`src/design/mm4_pkg.sv`:
```
package mm4_pkg;

  localparam int DIM_DEFAULT        = 4;
  localparam int DATA_WIDTH_DEFAULT = 32;
  localparam int FRAC_BITS_DEFAULT  = 16;

  localparam int PORT_W      = 32;
  localparam int INDEX_W     = 4;
  localparam int QUEUE_DEPTH = 2;

  typedef enum logic {
    ST_IDLE,
    ST_RUN
  } back_state_t;

endpackage

```
`src/design/matrix4_multiply.sv`:
```
// channel   dir   handshake          beat fields
// load      in    start, busy        left_value, right_value
// product   out   strobe             product_value, product_index, is_last
//
// loads are taken one per cycle into a two-beat queue; busy rises when it fills
// the item that completes the matrices starts DIM^3 multiply-accumulate steps,
// one per cycle on a single multiplier
// one product beat per output cell, once its last step has passed the store read,
// product, accumulator and output registers
// rst clears the load count, queue and sequencer; the receiver cannot stall
module matrix4_multiply import mm4_pkg::*; #(
  parameter int DIM        = DIM_DEFAULT,
  parameter int DATA_WIDTH = DATA_WIDTH_DEFAULT,
  parameter int FRAC_BITS  = FRAC_BITS_DEFAULT
) (
  input  logic               clk,
  input  logic               rst,
  input  logic               start,
  output logic               busy,
  input  logic [PORT_W-1:0]  left_value,
  input  logic [PORT_W-1:0]  right_value,
  output logic               strobe,
  output logic [PORT_W-1:0]  product_value,
  output logic [INDEX_W-1:0] product_index,
  output logic               is_last
);

  localparam int QW = 1 + $clog2(DIM * DIM) + 2 * DATA_WIDTH;

  logic          push;
  logic [QW-1:0] push_data;
  logic          pop;
  logic [QW-1:0] pop_data;
  logic          full;
  logic          empty;

  mm4_front #(
    .DIM        (DIM),
    .DATA_WIDTH (DATA_WIDTH),
    .QW         (QW)
  ) u_front (
    .clk         (clk),
    .rst         (rst),
    .start       (start),
    .busy        (busy),
    .left_value  (left_value),
    .right_value (right_value),
    .full        (full),
    .push        (push),
    .push_data   (push_data)
  );

  mm4_queue #(
    .QW (QW)
  ) u_queue (
    .clk       (clk),
    .rst       (rst),
    .push      (push),
    .push_data (push_data),
    .pop       (pop),
    .pop_data  (pop_data),
    .full      (full),
    .empty     (empty)
  );

  mm4_back #(
    .DIM        (DIM),
    .DATA_WIDTH (DATA_WIDTH),
    .FRAC_BITS  (FRAC_BITS),
    .QW         (QW)
  ) u_back (
    .clk           (clk),
    .rst           (rst),
    .empty         (empty),
    .pop_data      (pop_data),
    .pop           (pop),
    .strobe        (strobe),
    .product_value (product_value),
    .product_index (product_index),
    .is_last       (is_last)
  );

endmodule

```
`src/design/mm4_front.sv`:
```
module mm4_front import mm4_pkg::*; #(
  parameter int DIM        = DIM_DEFAULT,
  parameter int DATA_WIDTH = DATA_WIDTH_DEFAULT,
  parameter int QW         = 1 + $clog2(DIM * DIM) + 2 * DATA_WIDTH
) (
  input  logic                 clk,
  input  logic                 rst,
  input  logic                 start,
  output logic                 busy,
  input  logic [PORT_W-1:0]    left_value,
  input  logic [PORT_W-1:0]    right_value,
  input  logic                 full,
  output logic                 push,
  output logic [QW-1:0]        push_data
);

  localparam int CELLS = DIM * DIM;
  localparam int AW    = $clog2(CELLS);

  logic [AW-1:0] load_count;
  logic [AW-1:0] load_count_next;
  logic          load_last;

  assign busy      = full;
  assign push      = start && !full;
  assign load_last = (load_count == AW'(CELLS - 1));

  // beat: completion flag, store address, left element, right element
  assign push_data = {load_last, load_count,
                      left_value[DATA_WIDTH-1:0], right_value[DATA_WIDTH-1:0]};

  always_comb begin
    load_count_next = load_count;
    if (push) begin
      load_count_next = load_last ? '0 : load_count + AW'(1);
    end
  end

  always_ff @(posedge clk) begin
    if (rst) begin
      load_count <= '0;
    end else begin
      load_count <= load_count_next;
    end
  end

endmodule

```
`src/design/mm4_queue.sv`:
```
module mm4_queue import mm4_pkg::*; #(
  parameter int QW = 8
) (
  input  logic          clk,
  input  logic          rst,
  input  logic          push,
  input  logic [QW-1:0] push_data,
  input  logic          pop,
  output logic [QW-1:0] pop_data,
  output logic          full,
  output logic          empty
);

  localparam int PTR_W = $clog2(QUEUE_DEPTH);

  logic [QW-1:0]  slots [QUEUE_DEPTH];
  logic [PTR_W-1:0] wr_ptr;
  logic [PTR_W-1:0] rd_ptr;
  logic [PTR_W:0]   count;

  assign full     = (count == (PTR_W + 1)'(QUEUE_DEPTH));
  assign empty    = (count == '0);
  assign pop_data = slots[rd_ptr];

  always_ff @(posedge clk) begin
    if (push) begin
      slots[wr_ptr] <= push_data;
    end
  end

  always_ff @(posedge clk) begin
    if (rst) begin
      wr_ptr <= '0;
      rd_ptr <= '0;
      count  <= '0;
    end else begin
      if (push) begin
        wr_ptr <= wr_ptr + PTR_W'(1);
      end
      if (pop) begin
        rd_ptr <= rd_ptr + PTR_W'(1);
      end
      case ({push, pop})
        2'b10:   count <= count + (PTR_W + 1)'(1);
        2'b01:   count <= count - (PTR_W + 1)'(1);
        default: count <= count;
      endcase
    end
  end

endmodule

```
`src/design/mm4_back.sv`:
```
module mm4_back import mm4_pkg::*; #(
  parameter int DIM        = DIM_DEFAULT,
  parameter int DATA_WIDTH = DATA_WIDTH_DEFAULT,
  parameter int FRAC_BITS  = FRAC_BITS_DEFAULT,
  parameter int QW         = 1 + $clog2(DIM * DIM) + 2 * DATA_WIDTH
) (
  input  logic               clk,
  input  logic               rst,
  input  logic               empty,
  input  logic [QW-1:0]      pop_data,
  output logic               pop,
  output logic               strobe,
  output logic [PORT_W-1:0]  product_value,
  output logic [INDEX_W-1:0] product_index,
  output logic               is_last
);

  localparam int CELLS = DIM * DIM;
  localparam int AW    = $clog2(CELLS);
  localparam int CW    = $clog2(DIM);
  localparam int MW    = 2 * DATA_WIDTH;
  localparam int PW    = MW - FRAC_BITS;
  localparam int ACC_W = PW + CW + 1;

  typedef struct packed {
    logic          valid;
    logic          first;
    logic          fin;
    logic          last;
    logic [AW-1:0] idx;
  } tag_t;

  logic [DATA_WIDTH-1:0] left_mem  [CELLS];
  logic [DATA_WIDTH-1:0] right_mem [CELLS];

  logic                  q_last;
  logic [AW-1:0]         q_addr;
  logic [DATA_WIDTH-1:0] q_left;
  logic [DATA_WIDTH-1:0] q_right;

  back_state_t state;
  back_state_t state_next;
  logic [CW-1:0] row;
  logic [CW-1:0] row_next;
  logic [CW-1:0] col;
  logic [CW-1:0] col_next;
  logic [CW-1:0] step;
  logic [CW-1:0] step_next;

  logic [AW-1:0] left_addr;
  logic [AW-1:0] right_addr;
  tag_t          tag0;
  tag_t          tag1;
  tag_t          tag2;
  tag_t          tag3;

  logic [DATA_WIDTH-1:0]   left_rd;
  logic [DATA_WIDTH-1:0]   right_rd;
  logic signed [MW-1:0]    prod;
  logic signed [PW-1:0]    shifted;
  logic signed [ACC_W-1:0] acc;
  logic [DATA_WIDTH-1:0]   sat;
  logic [AW+INDEX_W-1:0]   idx_ext;

  assign q_last  = pop_data[QW-1];
  assign q_addr  = pop_data[QW-2 -: AW];
  assign q_left  = pop_data[MW-1 -: DATA_WIDTH];
  assign q_right = pop_data[DATA_WIDTH-1:0];

  assign left_addr  = AW'(AW'(row) * AW'(DIM) + AW'(step));
  assign right_addr = AW'(AW'(step) * AW'(DIM) + AW'(col));

  always_comb begin
    state_next = state;
    row_next   = row;
    col_next   = col;
    step_next  = step;
    pop        = 1'b0;
    tag0       = '0;
    case (state)
      ST_IDLE: begin
        pop = !empty;
        if (pop && q_last) begin
          state_next = ST_RUN;
        end
      end
      ST_RUN: begin
        tag0.valid = 1'b1;
        tag0.first = (step == '0);
        tag0.fin   = (step == CW'(DIM - 1));
        tag0.last  = tag0.fin && (row == CW'(DIM - 1)) && (col == CW'(DIM - 1));
        tag0.idx   = AW'(AW'(row) * AW'(DIM) + AW'(col));
        if (step == CW'(DIM - 1)) begin
          step_next = '0;
          if (col == CW'(DIM - 1)) begin
            col_next = '0;
            if (row == CW'(DIM - 1)) begin
              row_next   = '0;
              state_next = ST_IDLE;
            end else begin
              row_next = row + CW'(1);
            end
          end else begin
            col_next = col + CW'(1);
          end
        end else begin
          step_next = step + CW'(1);
        end
      end
      default: begin
        state_next = ST_IDLE;
      end
    endcase
  end

  always_ff @(posedge clk) begin
    if (rst) begin
      state <= ST_IDLE;
      row   <= '0;
      col   <= '0;
      step  <= '0;
    end else begin
      state <= state_next;
      row   <= row_next;
      col   <= col_next;
      step  <= step_next;
    end
  end

  // element stores
  always_ff @(posedge clk) begin
    if (pop) begin
      left_mem[q_addr]  <= q_left;
      right_mem[q_addr] <= q_right;
    end
    left_rd  <= left_mem[left_addr];
    right_rd <= right_mem[right_addr];
  end

  // multiply-accumulate pipeline
  assign shifted = prod[MW-1:FRAC_BITS];

  always_ff @(posedge clk) begin
    prod <= $signed(left_rd) * $signed(right_rd);
    acc  <= tag2.first ? ACC_W'(shifted) : acc + ACC_W'(shifted);
  end

  always_ff @(posedge clk) begin
    if (rst) begin
      tag1 <= '0;
      tag2 <= '0;
      tag3 <= '0;
    end else begin
      tag1 <= tag0;
      tag2 <= tag1;
      tag3 <= tag2;
    end
  end

  // saturate to the data width
  always_comb begin
    if (&acc[ACC_W-1:DATA_WIDTH-1] || ~|acc[ACC_W-1:DATA_WIDTH-1]) begin
      sat = acc[DATA_WIDTH-1:0];
    end else if (acc[ACC_W-1]) begin
      sat = {1'b1, {(DATA_WIDTH - 1){1'b0}}};
    end else begin
      sat = {1'b0, {(DATA_WIDTH - 1){1'b1}}};
    end
  end

  assign idx_ext = {{INDEX_W{1'b0}}, tag3.idx};

  always_ff @(posedge clk) begin
    if (rst) begin
      strobe  <= 1'b0;
      is_last <= 1'b0;
    end else begin
      strobe  <= tag3.valid && tag3.fin;
      is_last <= tag3.valid && tag3.fin && tag3.last;
    end
  end

  always_ff @(posedge clk) begin
    product_value <= PORT_W'($signed(sat));
    product_index <= idx_ext[INDEX_W-1:0];
  end

  a_last_has_strobe : assert property (@(posedge clk) disable iff (rst)
    is_last |-> strobe)
    else $error("last flag without result strobe");

  a_strobe_spacing : assert property (@(posedge clk) disable iff (rst)
    strobe |=> !strobe)
    else $error("results closer than one accumulation apart");

  a_no_load_in_run : assert property (@(posedge clk) disable iff (rst)
    (state == ST_RUN) |=> !($past(pop)))
    else $error("store written while products are being formed");

  a_last_index : assert property (@(posedge clk) disable iff (rst)
    (strobe && is_last) |-> (product_index == idx_ext[INDEX_W-1:0] ||
                             product_index == $past(idx_ext[INDEX_W-1:0])))
    else $error("last result at unexpected index");

endmodule
```
`config.mk`:
```
export PLATFORM = sky130hd
export DESIGN_NAME = matrix4_multiply
export DESIGN_NICKNAME = d
export VERILOG_FILES = /design/src/design/mm4_pkg.sv /design/src/design/matrix4_multiply.sv /design/src/design/mm4_front.sv /design/src/design/mm4_queue.sv /design/src/design/mm4_back.sv
export SDC_FILE = /design/constraint.sdc
export NUM_CORES = 2
export LEC_CHECK = 0
export ABC_AREA = 0
export BUFFER_PORTS_ARGS = -buffer_cell sky130_fd_sc_hd__buf_2
export CORE_ASPECT_RATIO = 0.5
export CORE_MARGIN = 4
export CORE_UTILIZATION = 40
export DETAILED_ROUTE_END_ITERATION = 16
export SETUP_SLACK_MARGIN = 0.4
export SKIP_CTS_REPAIR_TIMING = 1
export SLEW_MARGIN = 25
export SYNTH_ARGS = -nofsm -noshare
export SYNTH_HDL_FRONTEND = slang
export SYNTH_SLANG_ARGS = --single-unit
```
`constraint.sdc`:
```
create_clock -name clk -period 16.8 [get_ports clk]
set_clock_uncertainty 0.05 [all_clocks]
set_input_delay 0.84 -clock clk [delete_from_list [all_inputs] [get_ports clk]]
set_output_delay 0.84 -clock clk [all_outputs]
set_load 0.02 [all_outputs]
```
# ---- Word-level counts from Yosys, hierarchy flattened
# Memory sizes are Yosys's and may differ from the RTL's. A register that Yosys moved wholly into a read port is not among the register bits.
# Index checks and enable logic that the tools add are counted.
dict set report word_totals {
  regBits 191
  mem_bits_rw 1162
  in_bits 67
  output_inout_bits 39
  wordCells 91
  n_memories 3
}
dict set report op_classes {
  n_addsub 12
  n_mul 1
  eq_ne 7
  muxes 21
  n_bitwise 1
  reduce_logical 18
}
# name depth width read_ports rd_ports_with_merged_regs wr line_no
set memory_table {}
lappend memory_table {u_back.left_mem 16 32 1 1 1 mm4_back.sv:33} ;# logic [DATA_WIDTH-1:0] left_mem [CELLS];
lappend memory_table {u_back.right_mem 16 32 1 1 1 mm4_back.sv:34} ;# logic [DATA_WIDTH-1:0] right_mem [CELLS];
lappend memory_table {u_queue.slots 2 69 1 1 1 mm4_queue.sv:16} ;# logic [QW-1:0] slots [QUEUE_DEPTH];
# operator count
set ops {}
lappend ops {{multiplier 32 x 32 -> 64 bit} 1}
lappend ops {{2-to-1 mux 32 bit} 2}
lappend ops {{adder 51 x 48 -> 51 bit} 1}
lappend ops {{2-to-1 mux 51 bit} 1}
lappend ops {{AND reduction 20 bit} 1}
lappend ops {{OR reduction 20 bit} 1}
lappend ops {{adder 4 x 2 -> 4 bit} 3}
lappend ops {{2-to-1 mux 1 bit} 11}
lappend ops {{== test 2 bit (second input constant)} 5}
lappend ops {{adder 2 x 1 -> 2 bit (second input constant)} 4}
lappend ops {{2-to-1 mux 8 bit} 1}
lappend ops {{logical AND 1 bit} 6}
lappend ops {{2-to-1 mux 2 bit} 3}
lappend ops {{adder 4 x 1 -> 4 bit (second input constant)} 1}
lappend ops {{== test 4 bit (second input constant)} 1}
lappend ops {{logical NOT 2 bit} 2}
lappend ops {{2-to-1 mux 4 bit} 1}
lappend ops {{one-hot mux 2 bit (2 select lines)} 1}
lappend ops {{logical NOT 1 bit} 3}
lappend ops {{AND reduction 3 bit} 1}
lappend ops {{adder 1 bit (second input constant)} 2}
lappend ops {{== test 2 x 1 -> 1 bit (second input constant)} 1}
lappend ops {{one-hot mux 1 bit (2 select lines)} 1}
lappend ops {{AND reduction 2 bit} 1}
lappend ops {{5 further kinds} 5}

# ---- Longest topological paths before layout
dict set report logic_depth {
  ltp_word 5
  ltp_mapped 28
  depth_no_buf 27
}

# ---- Hierarchy
# From an unflattened synthesis, not the netlist that was laid out.
dict set report unflattened {
  cells_unflattened 6411
  hier_area_um2 88195.8
}
# module instances cells_per_inst area_per_inst_um2 seq_area_each_um2
set by_module_without_submodules {}
lappend by_module_without_submodules {mm4_back 1 6087 82322.7 35373.9}
lappend by_module_without_submodules {mm4_queue 1 237 5178.7 4244.1}
lappend by_module_without_submodules {mm4_front 1 87 694.4 80.1}

# ---- Worst setup path after synthesis
# Ideal clock, no wire load.
dict set report synth_timing {
  path_type {reg2reg}
  startpoint {register u_back.left_rd[31] (read register of u_back.left_mem)}
  endpoint {register u_back.prod[57]}
  setup_time_ps 72
  t_arrival_ps 7732
  required_ps 16678
  path_slack_ps 8946
  path_stages_with_launch 26
  n_path_buf 1
  cell_sequence {dfxtp_1 > clkbuf_1 > nand2_1 > inv_1 > fa_1 > inv_1 > fa_1 > inv_1 > fa_1 > fa_1 > inv_1 > fa_1 > inv_1 > fa_1 > fa_1 > fa_1 > ha_1 > and3_2 > a221o_1 > a221oi_2 > nand3_1 > o2111ai_2 > nand2_2 > a41o_1 > a21oi_2 > xnor2_1}
}
dict set report synth_via {
  elab_chain_len 1
}
# item line_no
set synth_rtl {}
lappend synth_rtl {{start: declaration} mm4_back.sv:57} ;# logic [DATA_WIDTH-1:0] left_rd;
lappend synth_rtl {{multiplier 32 x 32 -> 64 bit} mm4_back.sv:144} ;# prod <= $signed(left_rd) * $signed(right_rd);
lappend synth_rtl {{end signal: assignment} mm4_back.sv:144}
lappend synth_rtl {{end: declaration} mm4_back.sv:59} ;# logic signed [MW-1:0] prod;
# No other way between the ends.
# A chain may end at the register's enable or synchronous reset.

# ---- Final worst setup path
dict set report layout_timing {
  startpoint {register u_back.left_rd[31] (read register of u_back.left_mem)}
  endpoint {register u_back.prod[63]}
}
# Same word-level chain as after synthesis.

==> results.toml <==
[status]
status = "finished clean"

[grt]
grt.busiest_layer = "met2"
grt_util_met1_pct = 28.15
antenna_found_initial = 19
globalRouteOverflowTotal = 0
grt_usage_pct = 19.16
gr-usage-met2_pct = 29.42
grt_pass1_wl_um = 330400
use_met3_pct = 4.565
grt_max_degree = 66
grt_pass1_vias = 52040

[placement]
dp_cells = 9093
portBuffers = 105
dpl.hpwl_um = 138600
gp_congestion = 0.8543

[setup_path]
cp_num_buf_inv = 6
cp_max_fo = 32
slowest_stage = "fa_1"
cp.arrival_ps = 9470
startpoint_type = "register"
crit_path_frequent_cell = "fa_1"
critPathRequiredTime_ps = 17410
critical-path-top-delay-family = "adder cells"
critical_path_class = "reg -> reg"
critical_path.max_stage_delay_ps = 1040
crit_path_end_kind = "register"

[clocking]
tritoncts = "built"
cts_sinks = 1402
clk_pin_slew_ps = 80
clockBufferDepth = 4
numCtsBuffers = 140
root_buffer = "clkbuf_16"
htreeDepth = 4
clock_latency_ps = 780

[sta]
tns_ps = 0
setup_viol = 0
fmax_mhz = 112.9
rsz0062_at_grt = "false"
min_period_over_period_pct = 52.71
whs_ps = 188.3
min_period_ps = 8855
slew_violations = 0
tightest_slew_ps = 1044
max-slew-margin-rel_pct = 30.41
hold_viol = 0

[finish]
mostFrequentLayoutCells = "edfxtp_1 (1162), fa_1 (1082), inv_1 (998), nand2_1 (592), and2_1 (525)"
drive_above_1_share_pct = 13.19
final_common_cell = "edfxtp_1"
area_growth_pct = 9.437
layout.nets = 7730
final_cells = 9337
fin_util_pct = 44.02

[routing]
first_pass_iters = 5
vias = 48520
first_iter_violations = 3830
post_drt_wl_per_cell_um = 23.02
route.detailed.drc = 0
avgViaCountPerCell = 5.197
routed_wl_um = 214900
ant_nets = 0

[synth]
syn_avg_cell_area_um2 = 13.90
synth_cells = 6300
syn_area_mm2 = 0.08757
ys.flop_type = "edfxtp_1"
synth_nets = 7685
postSynthRegisterBits = 1402
synth_edf_count = 1162
async_flop_share_pct = 0
ys_types = 77
ys_seq_area_share_pct = 45.33
synth_warnings = 0

[floorplanning]
dieArea_mm2 = 0.2269
coreArea_mm2 = 0.2177
die-width_um = 669.7
die_h_um = 338.9
pin_count = 106
initial_core_util_pct = 40.22
rows = 121

[worst_hold_path]
hp-class = "in -> reg"

[run]
drv_cap = 0
-- area by class of cell --
cell class | count | area [µm²]
antenna | 3 | 7.507
clock buffer | 192 | 3870
clock inverter | 49 | 414.1
fill | 19510 | 121900
inverter | 999 | 3750
multi-input combinational | 3591 | 43110
sequential | 1402 | 39740
tap | 2890 | 3616
timing repair buffer | 211 | 1329
-- cells by family (layout without fill, tap and decap cells) --
family,Yosys count,after routing,synth area share (%)
AOI/OAI and AO/OA,394,394,2.856
xor gates and xnor gates,107,107,1.070
adders and majority gates,1318,1318,28.11
buffers and inverters,1307,1451,5.607
DFF,1402,1402,45.33
muxes,391,391,9.138
other,0,3,0
and+or+nand+nor,1381,1381,7.890
-- Yosys cell counts, drive strengths merged, types with 4 or more instances --
cell | count | share of area [%]
a211o | 8 | 0.080
a211oi | 11 | 0.094
a21o | 52 | 0.45
a21oi | 98 | 0.57
a31o | 4 | 0.040
a31oi | 14 | 0.12
and2 | 525 | 3.8
and3 | 15 | 0.11
buf | 27 | 0.12
clkbuf | 281 | 1.2
dfxtp | 240 | 5.5
edfxtp | 1162 | 40
fa | 1082 | 25
ha | 236 | 3.4
inv | 999 | 4.3
mux2 | 68 | 0.87
mux4 | 320 | 8.2
nand2 | 593 | 2.5
nand2b | 16 | 0.11
nand3 | 29 | 0.17
nand4 | 19 | 0.14
nor2 | 85 | 0.36
nor2b | 48 | 0.34
nor3 | 22 | 0.13
nor4 | 9 | 0.064
o211ai | 7 | 0.060
o21a | 19 | 0.16
o21ai | 127 | 0.74
o21bai | 11 | 0.099
o31ai | 5 | 0.043
or3 | 6 | 0.043
xnor2 | 59 | 0.59
xor2 | 48 | 0.48
-- stage by stage --
step           cell area [µm²]  worst slack [ps]
2_1_floorplan            87570              8946
3_3_place_gp             91530              8082
3_5_place_dp             91530              7944
4_1_cts                  95820              7925
5_1_grt                  95830              7386
6_report                 95840              7945
-- layer usage --
layer / wire [µm] / vias to the layer above / part of all wire, %
met5: 110 / - / 0.051
met4: 3531 / 16 / 1.6
met3: 17790 / 297 / 8.3
met2: 96570 / 1601 / 45
met1: 96900 / 25620 / 45
li1: - / 20990 / -
-- flip-flops by register name, indices dropped and copies added, names as in the netlist, 2 cells and up, named ones only --
name / count
u_queue.slots: 138
u_queue.count: 2
u_back.prod: 48
u_back.product_index: 4
u_back.product_value: 32
u_back.tag1: 8
u_back.tag3: 3
u_back.col: 2
u_front.load_count: 4
u_back.idx_ext: 4
u_back.left_rd: 32
u_back.right_rd: 32
u_back.left_mem: 512
u_back.acc: 51
u_back.tag2: 8
u_back.step: 2
u_back.row: 2
u_back.right_mem: 512
-- worst paths after layout --
kind	startpoint	end	slack [ps]	cells after the start
worst max-delay path	u_back.left_rd[31]	u_back.prod[63]	7940	26
worst min-delay path	right_value[22]	u_queue.slots[0][22]	190	1
worst max register to register	u_back.left_rd[31]	u_back.prod[63]	7940	26
worst min register to register	u_back.idx_ext[0]	u_back.product_index[0]	280	0
Power is left out: the tool's default activity adds up to more than one toggle a clock period on the data nets, which glitch-free logic cannot reach.
